===== config.mk =====
export PLATFORM = sky130hd
export DESIGN_NAME = kv_table_with_expiry_unit
export DESIGN_NICKNAME = d
export VERILOG_FILES = /design/src/hdl/kvt_pkg.sv /design/src/hdl/kv_table_with_expiry_unit.sv
export SDC_FILE = /design/constraint.sdc
export NUM_CORES = 2
export LEC_CHECK = 0
export BUFFER_PORTS_ARGS = -buffer_cell sky130_fd_sc_hd__buf_2
export CAP_MARGIN = 20
export CORE_MARGIN = 2
export CORE_UTILIZATION = 60
export DETAILED_ROUTE_END_ITERATION = 10
export PLACE_DENSITY_LB_ADDON = 0.25
export SETUP_SLACK_MARGIN = 0.5
export SKIP_LAST_GASP = 1
export SLEW_MARGIN = 20
export SYNTH_ARGS = -nofsm -noshare
export SYNTH_HDL_FRONTEND = slang
export SYNTH_SLANG_ARGS = --single-unit

===== constraint.sdc =====
create_clock -name clk_i -period 9.8 [get_ports clk_i]
set_clock_uncertainty 0.05 [all_clocks]
set_input_delay 1.47 -clock clk_i [delete_from_list [all_inputs] [get_ports clk_i]]
set_output_delay 1.47 -clock clk_i [all_outputs]
set_load 0.01 [all_outputs]

===== src/hdl/kvt_pkg.sv =====
package kvt_pkg;

  // Table geometry.
  localparam int unsigned TABLE_DEPTH = 16;
  localparam int unsigned KEY_WIDTH   = 64;
  localparam int unsigned DATA_WIDTH  = 64;

  localparam int unsigned IDX_W = (TABLE_DEPTH > 1) ? $clog2(TABLE_DEPTH) : 1;
  localparam int unsigned CNT_W = $clog2(TABLE_DEPTH + 1);

  // Operation codes carried in the request mode field.
  localparam logic [2:0] MODE_PUT      = 3'd0;
  localparam logic [2:0] MODE_PUT_TTL  = 3'd1;
  localparam logic [2:0] MODE_GET      = 3'd2;
  localparam logic [2:0] MODE_REMOVE   = 3'd3;
  localparam logic [2:0] MODE_CONTAINS = 3'd4;
  localparam logic [2:0] MODE_TICK     = 3'd5;

  // Response status codes.
  localparam logic [1:0] STATUS_OK   = 2'd0;
  localparam logic [1:0] STATUS_MISS = 2'd1;
  localparam logic [1:0] STATUS_FULL = 2'd2;

  typedef struct packed {
    logic [2:0]  mode;
    logic [63:0] key;
    logic [63:0] data_in;
    logic [30:0] ttl_seconds;
  } kvt_req_t;

  typedef struct packed {
    logic [1:0]  status;
    logic [63:0] data_out;
    logic [4:0]  live_count;
  } kvt_rsp_t;

endpackage


===== src/hdl/kv_table_with_expiry_unit.sv =====
// Channel  | Direction | Signals                           | Payload
// ---------+-----------+-----------------------------------+------------------------
// request  | in        | in_valid_i / in_ready_o           | in_req_i  (kvt_req_t)
// response | out       | out_valid_o / out_ready_i         | out_rsp_o (kvt_rsp_t)
//
// A request is captured, then a single key/deadline comparator walks the table
// entry by entry, and then the operation is applied.
// Reset (rst_ni low, asynchronous) clears all valid bits, the time counter and
// the sequencer; the table contents need no clearing.
// A response waits in the output register; the next request may be accepted
// meanwhile, and its apply step holds until the output register is free.
module kv_table_with_expiry_unit (
  input  logic              clk_i,
  input  logic              rst_ni,
  input  logic              in_valid_i,
  output logic              in_ready_o,
  input  kvt_pkg::kvt_req_t in_req_i,
  output logic              out_valid_o,
  input  logic              out_ready_i,
  output kvt_pkg::kvt_rsp_t out_rsp_o
);

  localparam int unsigned IdxW = kvt_pkg::IDX_W;
  localparam int unsigned CntW = kvt_pkg::CNT_W;
  localparam int unsigned KeyW = kvt_pkg::KEY_WIDTH;
  localparam int unsigned DatW = kvt_pkg::DATA_WIDTH;
  localparam int unsigned Depth = kvt_pkg::TABLE_DEPTH;

  localparam logic [1:0] ST_IDLE = 2'd0;
  localparam logic [1:0] ST_SCAN = 2'd1;
  localparam logic [1:0] ST_EXEC = 2'd2;

  // Entry storage. Valid bits reset; the rest is only read behind a valid bit.
  logic [KeyW-1:0] entry_key_q      [Depth];
  logic [DatW-1:0] entry_data_q     [Depth];
  logic [63:0]     entry_deadline_q [Depth];
  logic            entry_expires_q  [Depth];
  logic [Depth-1:0] entry_valid_q;

  logic [63:0] now_q;
  logic [1:0]  state_q, state_d;
  logic [IdxW-1:0] idx_q;

  // Captured request and scan results.
  kvt_pkg::kvt_req_t req_q;
  logic            hit_q;
  logic [IdxW-1:0] hit_idx_q;
  logic [DatW-1:0] hit_data_q;
  logic            free_q;
  logic [IdxW-1:0] free_idx_q;
  logic [CntW-1:0] live_q;

  kvt_pkg::kvt_rsp_t out_q;
  logic              out_valid_q;

  // Per-entry scan datapath: one expiry compare and one key compare per cycle.
  logic scan_expired, scan_live, scan_match, scan_last;

  assign scan_expired = entry_valid_q[idx_q] && entry_expires_q[idx_q]
                        && (entry_deadline_q[idx_q] <= now_q);
  assign scan_live    = entry_valid_q[idx_q] && !scan_expired;
  assign scan_match   = scan_live && (entry_key_q[idx_q] == req_q.key[KeyW-1:0]);
  assign scan_last    = (idx_q == IdxW'(Depth - 1));

  // Apply step.
  logic            is_put, is_tick, can_issue, do_write, put_new, do_remove;
  logic [IdxW-1:0] slot;
  logic [64:0]     dl_sum;
  logic [63:0]     deadline;
  logic [CntW-1:0] live_next;
  kvt_pkg::kvt_rsp_t rsp;

  assign is_put    = (req_q.mode == kvt_pkg::MODE_PUT) || (req_q.mode == kvt_pkg::MODE_PUT_TTL);
  assign is_tick   = (req_q.mode == kvt_pkg::MODE_TICK);
  assign can_issue = !out_valid_q || out_ready_i;
  assign do_write  = is_put && (hit_q || free_q);
  assign put_new   = is_put && !hit_q && free_q;
  assign do_remove = (req_q.mode == kvt_pkg::MODE_REMOVE) && hit_q;
  assign slot      = hit_q ? hit_idx_q : free_idx_q;
  assign dl_sum    = {1'b0, now_q} + 65'(req_q.ttl_seconds);
  assign deadline  = dl_sum[64] ? '1 : dl_sum[63:0];

  always_comb begin
    live_next = live_q;
    if (put_new) begin
      live_next = live_q + CntW'(1);
    end else if (do_remove) begin
      live_next = live_q - CntW'(1);
    end
    rsp.status     = kvt_pkg::STATUS_OK;
    rsp.data_out   = '0;
    rsp.live_count = 5'(live_next);
    unique case (req_q.mode)
      kvt_pkg::MODE_PUT, kvt_pkg::MODE_PUT_TTL: begin
        if (!do_write) rsp.status = kvt_pkg::STATUS_FULL;
      end
      kvt_pkg::MODE_GET: begin
        if (hit_q) rsp.data_out = 64'(hit_data_q);
        else rsp.status = kvt_pkg::STATUS_MISS;
      end
      kvt_pkg::MODE_REMOVE, kvt_pkg::MODE_CONTAINS: begin
        if (!hit_q) rsp.status = kvt_pkg::STATUS_MISS;
      end
      default: begin
      end
    endcase
  end

  // Sequencer: idle -> scan every entry -> apply and post the response.
  always_comb begin
    state_d = state_q;
    unique case (state_q)
      ST_IDLE: if (in_valid_i) state_d = ST_SCAN;
      ST_SCAN: if (scan_last) state_d = ST_EXEC;
      ST_EXEC: if (can_issue) state_d = ST_IDLE;
      default: state_d = ST_IDLE;
    endcase
  end

  assign in_ready_o  = (state_q == ST_IDLE);
  assign out_valid_o = out_valid_q;
  assign out_rsp_o   = out_q;

  // Control state.
  always_ff @(posedge clk_i or negedge rst_ni) begin
    if (!rst_ni) begin
      state_q       <= ST_IDLE;
      idx_q         <= '0;
      entry_valid_q <= '0;
      now_q         <= '0;
      out_valid_q   <= 1'b0;
      hit_q         <= 1'b0;
      free_q        <= 1'b0;
      live_q        <= '0;
    end else begin
      state_q <= state_d;
      // Post a new response, else drop the one just taken.
      if ((state_q == ST_EXEC) && can_issue) out_valid_q <= 1'b1;
      else if (out_valid_q && out_ready_i) out_valid_q <= 1'b0;
      unique case (state_q)
        ST_IDLE: begin
          idx_q  <= '0;
          hit_q  <= 1'b0;
          free_q <= 1'b0;
          live_q <= '0;
        end
        ST_SCAN: begin
          // Drop expired entries as the scan passes them.
          if (scan_expired) entry_valid_q[idx_q] <= 1'b0;
          if (scan_live) live_q <= live_q + CntW'(1);
          if (scan_match && !hit_q) hit_q <= 1'b1;
          if (!scan_live && !free_q) free_q <= 1'b1;
          if (!scan_last) idx_q <= idx_q + IdxW'(1);
        end
        ST_EXEC: begin
          if (can_issue) begin
            if (do_write) entry_valid_q[slot] <= 1'b1;
            if (do_remove) entry_valid_q[hit_idx_q] <= 1'b0;
            if (is_tick && (now_q != '1)) now_q <= now_q + 64'd1;
          end
        end
        default: begin
        end
      endcase
    end
  end

  // Payload: request capture, scan captures, table contents, response.
  always_ff @(posedge clk_i) begin
    if ((state_q == ST_IDLE) && in_valid_i) req_q <= in_req_i;
    if (state_q == ST_SCAN) begin
      if (scan_match && !hit_q) begin
        hit_idx_q  <= idx_q;
        hit_data_q <= entry_data_q[idx_q];
      end
      if (!scan_live && !free_q) free_idx_q <= idx_q;
    end
    if ((state_q == ST_EXEC) && can_issue) begin
      out_q <= rsp;
      if (do_write) begin
        entry_key_q[slot]  <= req_q.key[KeyW-1:0];
        entry_data_q[slot] <= req_q.data_in[DatW-1:0];
        if (req_q.mode == kvt_pkg::MODE_PUT_TTL) begin
          entry_expires_q[slot]  <= 1'b1;
          entry_deadline_q[slot] <= deadline;
        end else begin
          entry_expires_q[slot]  <= 1'b0;
          entry_deadline_q[slot] <= '0;
        end
      end
    end
  end

endmodule


Yosys cells after proc, flatten, opt, wreduce, memory -nomap -nowiden
Memories as Yosys holds them, arrays and structs flattened. A register that Yosys moved wholly into a read port is not among the register bits.
Cells that the tools add are included.
{ "totals": {"ff_bits": 335, "latch_bits": 0, "ram_bits": 3088, "mem_bits_ro": 0, "inputBits": 166, "word_cells": 149, "mem_count": 4} }
{ "memory_table": {"columns": ["name", "words", "word_bits", "rd", "rd_ports_with_merged_regs", "write_ports", "line_no", "rtl"], "rows": [
  ["entry_data_q", 16, 64, 1, 1, 1, "kv_table_with_expiry_unit.sv:35", "logic [DatW-1:0] entry_data_q [Depth];"],
  ["entry_deadline_q", 16, 64, 1, 0, 1, "kv_table_with_expiry_unit.sv:36", "logic [63:0] entry_deadline_q [Depth];"],
  ["entry_key_q", 16, 64, 1, 0, 1, "kv_table_with_expiry_unit.sv:34", "logic [KeyW-1:0] entry_key_q [Depth];"],
  ["entry_expires_q", 16, 1, 1, 0, 1, "kv_table_with_expiry_unit.sv:37", "logic entry_expires_q [Depth];"]
]} }
{ "op_classes": {"addsub": 5, "n_mul": 0, "div_mod_pow": 0, "n_lt_le_gt_ge": 7, "eq_ne": 18, "shifts": 0, "mux": 49, "bitwise_logic": 7, "n_reduce_logical": 42} }
{ "op_table": {"columns": ["cell", "count"], "rows": [
  ["two-way mux 64 bit", 2],
  ["two-way mux 16 bit", 6],
  ["adder 64 x 31 -> 65 bit", 1],
  ["adder 64 x 1 -> 64 bit (second input constant)", 1],
  ["equality test 64 bit", 1],
  ["less-or-equal comparator 64 bit", 1],
  ["!= test 64 bit (second input constant)", 1],
  ["bitwise AND 16 bit", 2],
  ["NOT 16 bit", 2],
  ["case mux 16 bit (2 select lines)", 1],
  ["two-way mux 1 bit", 21],
  ["logical AND 1 bit", 17],
  ["OR 16 bit", 1],
  ["< comparator 4 x 5 -> 1 bit (second input constant)", 3],
  ["two-way mux 5 bit", 3],
  ["AND reduction 2 bit", 7],
  ["demux 1 bit (select 4 bit)", 3],
  [">= comparator 4 x 1 -> 1 bit (second input constant)", 3],
  ["!= test 2 bit (second input constant)", 6],
  ["case mux 5 bit (2 select lines)", 1],
  ["AND reduction 3 bit", 3],
  ["two-way mux 2 bit", 4],
  ["two-way mux 4 bit", 2],
  ["case mux 4 bit (2 select lines)", 1],
  ["other kinds (22)", 35]
]} }

Depth between registers and ports, before layout
{ "depth": {"word_depth": 13, "ltp_mapped": 21, "mapped_depth_nobuf": 13} }

Worst setup path after synthesis
No wires, ideal clock.
{ "synth_timing": {"path_type": "flip-flop to flip-flop", "startpoint": "register idx_q[0]", "endpoint": "register hit_data_q[0] (read register of entry_data_q), enable pin", "setup_time_ns": 0.534, "t_arrival_ns": 8.293, "t_required_ns": 9.216, "path_slack_ns": 0.923, "path_stages_with_launch": 18, "path_buffers": 7, "path_cell_list": "dfrtp_1 buf_6 buf_6 buf_4 buf_4 buf_2 clkbuf_1 buf_2 mux4_2 mux4_2 ha_1 nand4_1 nor4_1 and3_1 nand3_1 o211ai_1 nand4_1 nor4_2"} }
{ "synth_via": {"elab_chain_cells": 9, "elab_cells_between_ends": 14, "classes_between": "order compare (1); eq/ne (1); mux (2); reduce/logical (7); memory (3)"} }
{ "synth_lines": {"columns": ["element", "line_no", "rtl"], "rows": [
  ["start: declaration", "kv_table_with_expiry_unit.sv:42", "logic [IdxW-1:0] idx_q;"],
  ["start signal: assignment", "kv_table_with_expiry_unit.sv:153", "if (!scan_last) idx_q <= idx_q + IdxW'(1);"],
  ["branches (longest 9 deep; another with memory read (16 x 64 bit))", null, null],
  ["end: declaration", "kv_table_with_expiry_unit.sv:48", "logic [DatW-1:0] hit_data_q;"]
]} }
Parallel ways; which one is timed is not known. The select of a mux whose other input is x is not followed.
A chain may end at the register's enable or synchronous reset.

Final worst setup path
{ "layout_timing": {"startpoint": "register idx_q[0]", "endpoint": "register hit_data_q[4] (read register of entry_data_q), enable pin"} }
The elaborated chain is that of the path after synthesis.

==> metrics.md <==
| Metric | Value |
|---|---|
| Run status | `finished clean` |
| Vias | `67420` |
| Leakage Power | `50.56 nW` |
| Hold WC Path Type | `in -> async` |
| Post-CTS Resized | `0` |
| Number of fill cells | `13790` |
| Synthesized area | `136700 um2` |
| Post-route clock period utilization | `0.7406` |
| Largest net degree at the start of global routing | `108` |
| Max Slew Vio Count | `0` |
| FF-to-FF setup slack | `2.54 ns` |
| GRT Util Overall | `0.2806` |
| Pre-antenna DRT Iters | `6` |
| TritonCTS clock tree | `yes` |
| Num CTS Buffers | `357` |
| Hpwl dp | `164900 um` |
| Worst-margin pin slew | `1.146 ns` |
| Clock latency on the worst-skew pair | `0.96 ns` |
| Initial Util | `0.6021` |
| Grt total ovfl | `0` |
| Bufs on Longest Clock Path | `4` |
| Postcts setup bufs | `0` |
| PortBufs | `238` |
| Post-synthesis cell count | `6369` |
| Routed Antenna Nets | `0` |
| Avg Inst Size Synth | `21.46 um2` |
| Hold_buf cts | `0` |
| Slew margin rel. | `0.2363` |
| Clk sink count | `3487` |
| Reg2Reg Depth | `12` |
| Top_reg_cell synth | `edfxtp_1` |
| Core area | `227100 um2` |
| Fin area | `153300 um2` |
| Most common cell after layout, fill and taps aside | `edfxtp_1` |
| Critical R2R Capture | `hit_data_q[4]$_DFFE_PP_` |
| CP Launch Type | `register` |
| Setup Viol. Count Final | `0` |
| Fin crit period | `7.258 ns` |
| Worst-path fanout max | `42` |
| RD Place Congestion | `0.8964` |
| Die Y | `481.3 um` |
| Reg-to-Reg Start | `idx_q[0]$_DFFE_PN0P_` |
| Area grow syn2layout | `12.15%` |
| DRC viols | `0` |
| First-pass GRT wire length | `469400 um` |
| RSZ-0062 raised after global routing | `false` |
| Final WL | `322500 um` |
| WP data arrival | `7.73 ns` |
| Max_cap viols | `0` |
| Setup TNS Final | `0 ns` |
| Library cells used by synthesis | `81` |
| # IOs | `239` |
| Ys Warns | `0` |
| Nets@finish | `7087` |
| Register clock-pin slew on the reported worst setup and hold paths | `0.06 ns` |
| Wirelength per Cell | `31.93 um` |
| Avg Vias per Cell | `6.677` |
| Post-Place Cell Area | `141900 um2` |
| EDFF count, synth | `3393` |
| #FFs+latches synth | `3487` |
| Vias in the first global route | `68760` |
| FFs w/ async S/R, synth | `0.02696` |
| Worst path required time | `10.28 ns` |
| CTS root buf | `clkbuf_16` |
| Final Hold Viols | `0` |
| Initial antenna violation count | `12` |
| PwrDens | `255.2 nW/um2` |
| Highest Clock Rate | `0.1378 GHz` |
| Most frequent cells in the layout | `edfxtp_1, mux4_2, clkbuf_16` |
| Die Footprint | `231700 um2` |
| Synth Net Count | `6638` |
| Rows | `175` |
| Initial DRC count | `8410` |
| Crit end category | `register` |
| Worst setup path class | `reg -> reg` |
| Register area share after synthesis | `0.7625` |
| H-tree levels | `5` |
| Layout cell share with drive strength beyond 1 | `0.2563` |
| Worst vdd ir | `0.2103 mV` |
| Die width | `481.3 um` |
[registers in the layout (all words and copies together), names as in the netlist, 2 cells and up]
signal            flops
live_q                5
hit_data_q           64
entry_valid_q        16
idx_q                 4
state_q               2
entry_data_q       1024
entry_expires_q      16
entry_deadline_q   1024
req_q               162
free_idx_q            4
hit_idx_q             4
now_q                64
entry_key_q        1024
out_rsp_o            71
[metrics by stage]
stage / cells / setup slack (ns) / total power (W) / hold slack [ns] / utilization
floorplan: 6369 / 0.9234 / 0.02404 / 0.3945 / -
global placement: 9465 / 2.726 / 0.02619 / 0.4213 / 0.6250
detailed placement: 9465 / 2.744 / 0.02630 / 0.4403 / 0.6250
CTS: 10090 / 2.689 / 0.03930 / 0.3957 / 0.6742
global route: 10100 / 2.324 / 0.04038 / 0.4413 / 0.6752
finish: 10100 / 2.542 / 0.03912 / 0.4550 / 0.6752
[worst max path at each step]
| stage | startpoint | to | slack [ns] |
|---|---|---|---|
| final | idx_q[0]$_DFFE_PN0P_ | hit_data_q[4]$_DFFE_PP_ | 2.54 |
| after global routing | idx_q[0]$_DFFE_PN0P_ | hit_data_q[3]$_DFFE_PP_ | 2.32 |
| after CTS | idx_q[0]$_DFFE_PN0P_ | hit_data_q[7]$_DFFE_PP_ | 2.69 |
| after detailed placement | idx_q[0]$_DFFE_PN0P_ | hit_data_q[29]$_DFFE_PP_ | 2.74 |
| after global placement | idx_q[0]$_DFFE_PN0P_ | hit_data_q[29]$_DFFE_PP_ | 2.73 |
| after floorplan | idx_q[0]$_DFFE_PN0P_ | hit_data_q[0]$_DFFE_PP_ | 0.92 |
[cell usage after synthesis, types with 94 or more instances]
master | count | area, um2
mux2i_1 | 150 | 1501
ha_1 | 102 | 1276
clkbuf_1 | 154 | 578.1
a21oi_1 | 156 | 780.8
nand2_1 | 169 | 634.4
buf_2 | 98 | 490.5
dfrtp_1 | 94 | 2352
nor2_1 | 122 | 457.9
edfxtp_1 | 3393 | 101900
xnor2_1 | 124 | 1086
inv_1 | 109 | 409.1
mux4_2 | 844 | 19010
[power by group]
group	total [W]	internal (W)	switching, W
logic	0.00874	0.00416	0.00458
registers	0.0173	0.0168	0.000440
clock network	0.0131	0.00767	0.00542
total	0.0391	0.0287	0.0104
[layout make-up]
cell class / count / area (um2) / area share
Timing Repair Buffer: 384 / 2609 / 0.01702
Sequential cell: 3487 / 104300 / 0.6800
Tap cell: 3009 / 3765 / 0.02456
Clock buffer: 448 / 9548 / 0.06228
Clock inverter: 175 / 1618 / 0.01055
Multi-Input combinational cell: 2475 / 31060 / 0.2026
Antenna cell: 7 / 17.52 / 0.0001143
Inverter: 113 / 436.7 / 0.002848
[layer usage]
layer  vias to the layer above  global-route usage  part of all wire
met5                         -                   0           0.00018
met4                        10             0.08980             0.033
met3                       642             0.04817             0.087
met2                      3669              0.4644              0.50
met1                     35570              0.3870              0.37
li1                      27530                   -                 -
[worst max-delay path, cell delays in order (launching register included)]
cell and delay [ns]:
dfrtp_4 0.97, buf_4 0.56, mux4_2 0.59, mux4_2 0.49, ha_1 0.33, nand4_1 0.23
nor4_1 0.75, and3_1 0.34, nand3_1 0.09, o211ai_1 0.62, nand4_1 0.50, nor4_4 0.42
buf_4 0.73
[kinds of logic (layout without fill, tap and decap cells)]
kind of cell,count (synthesis),in the layout,share of synthesized area
XOR/XNOR,167,167,0.01070
flip-flops,3487,3487,0.7625
other,0,7,0
adder cells (fa/ha/maj),103,103,0.009482
AO/OA/AOI/OAI,528,528,0.02576
buffers and inverters,407,1120,0.01333
AND/OR/NAND/NOR,648,648,0.02419
multiplexers,1029,1029,0.1540
(Power assumes the default switching activity.)
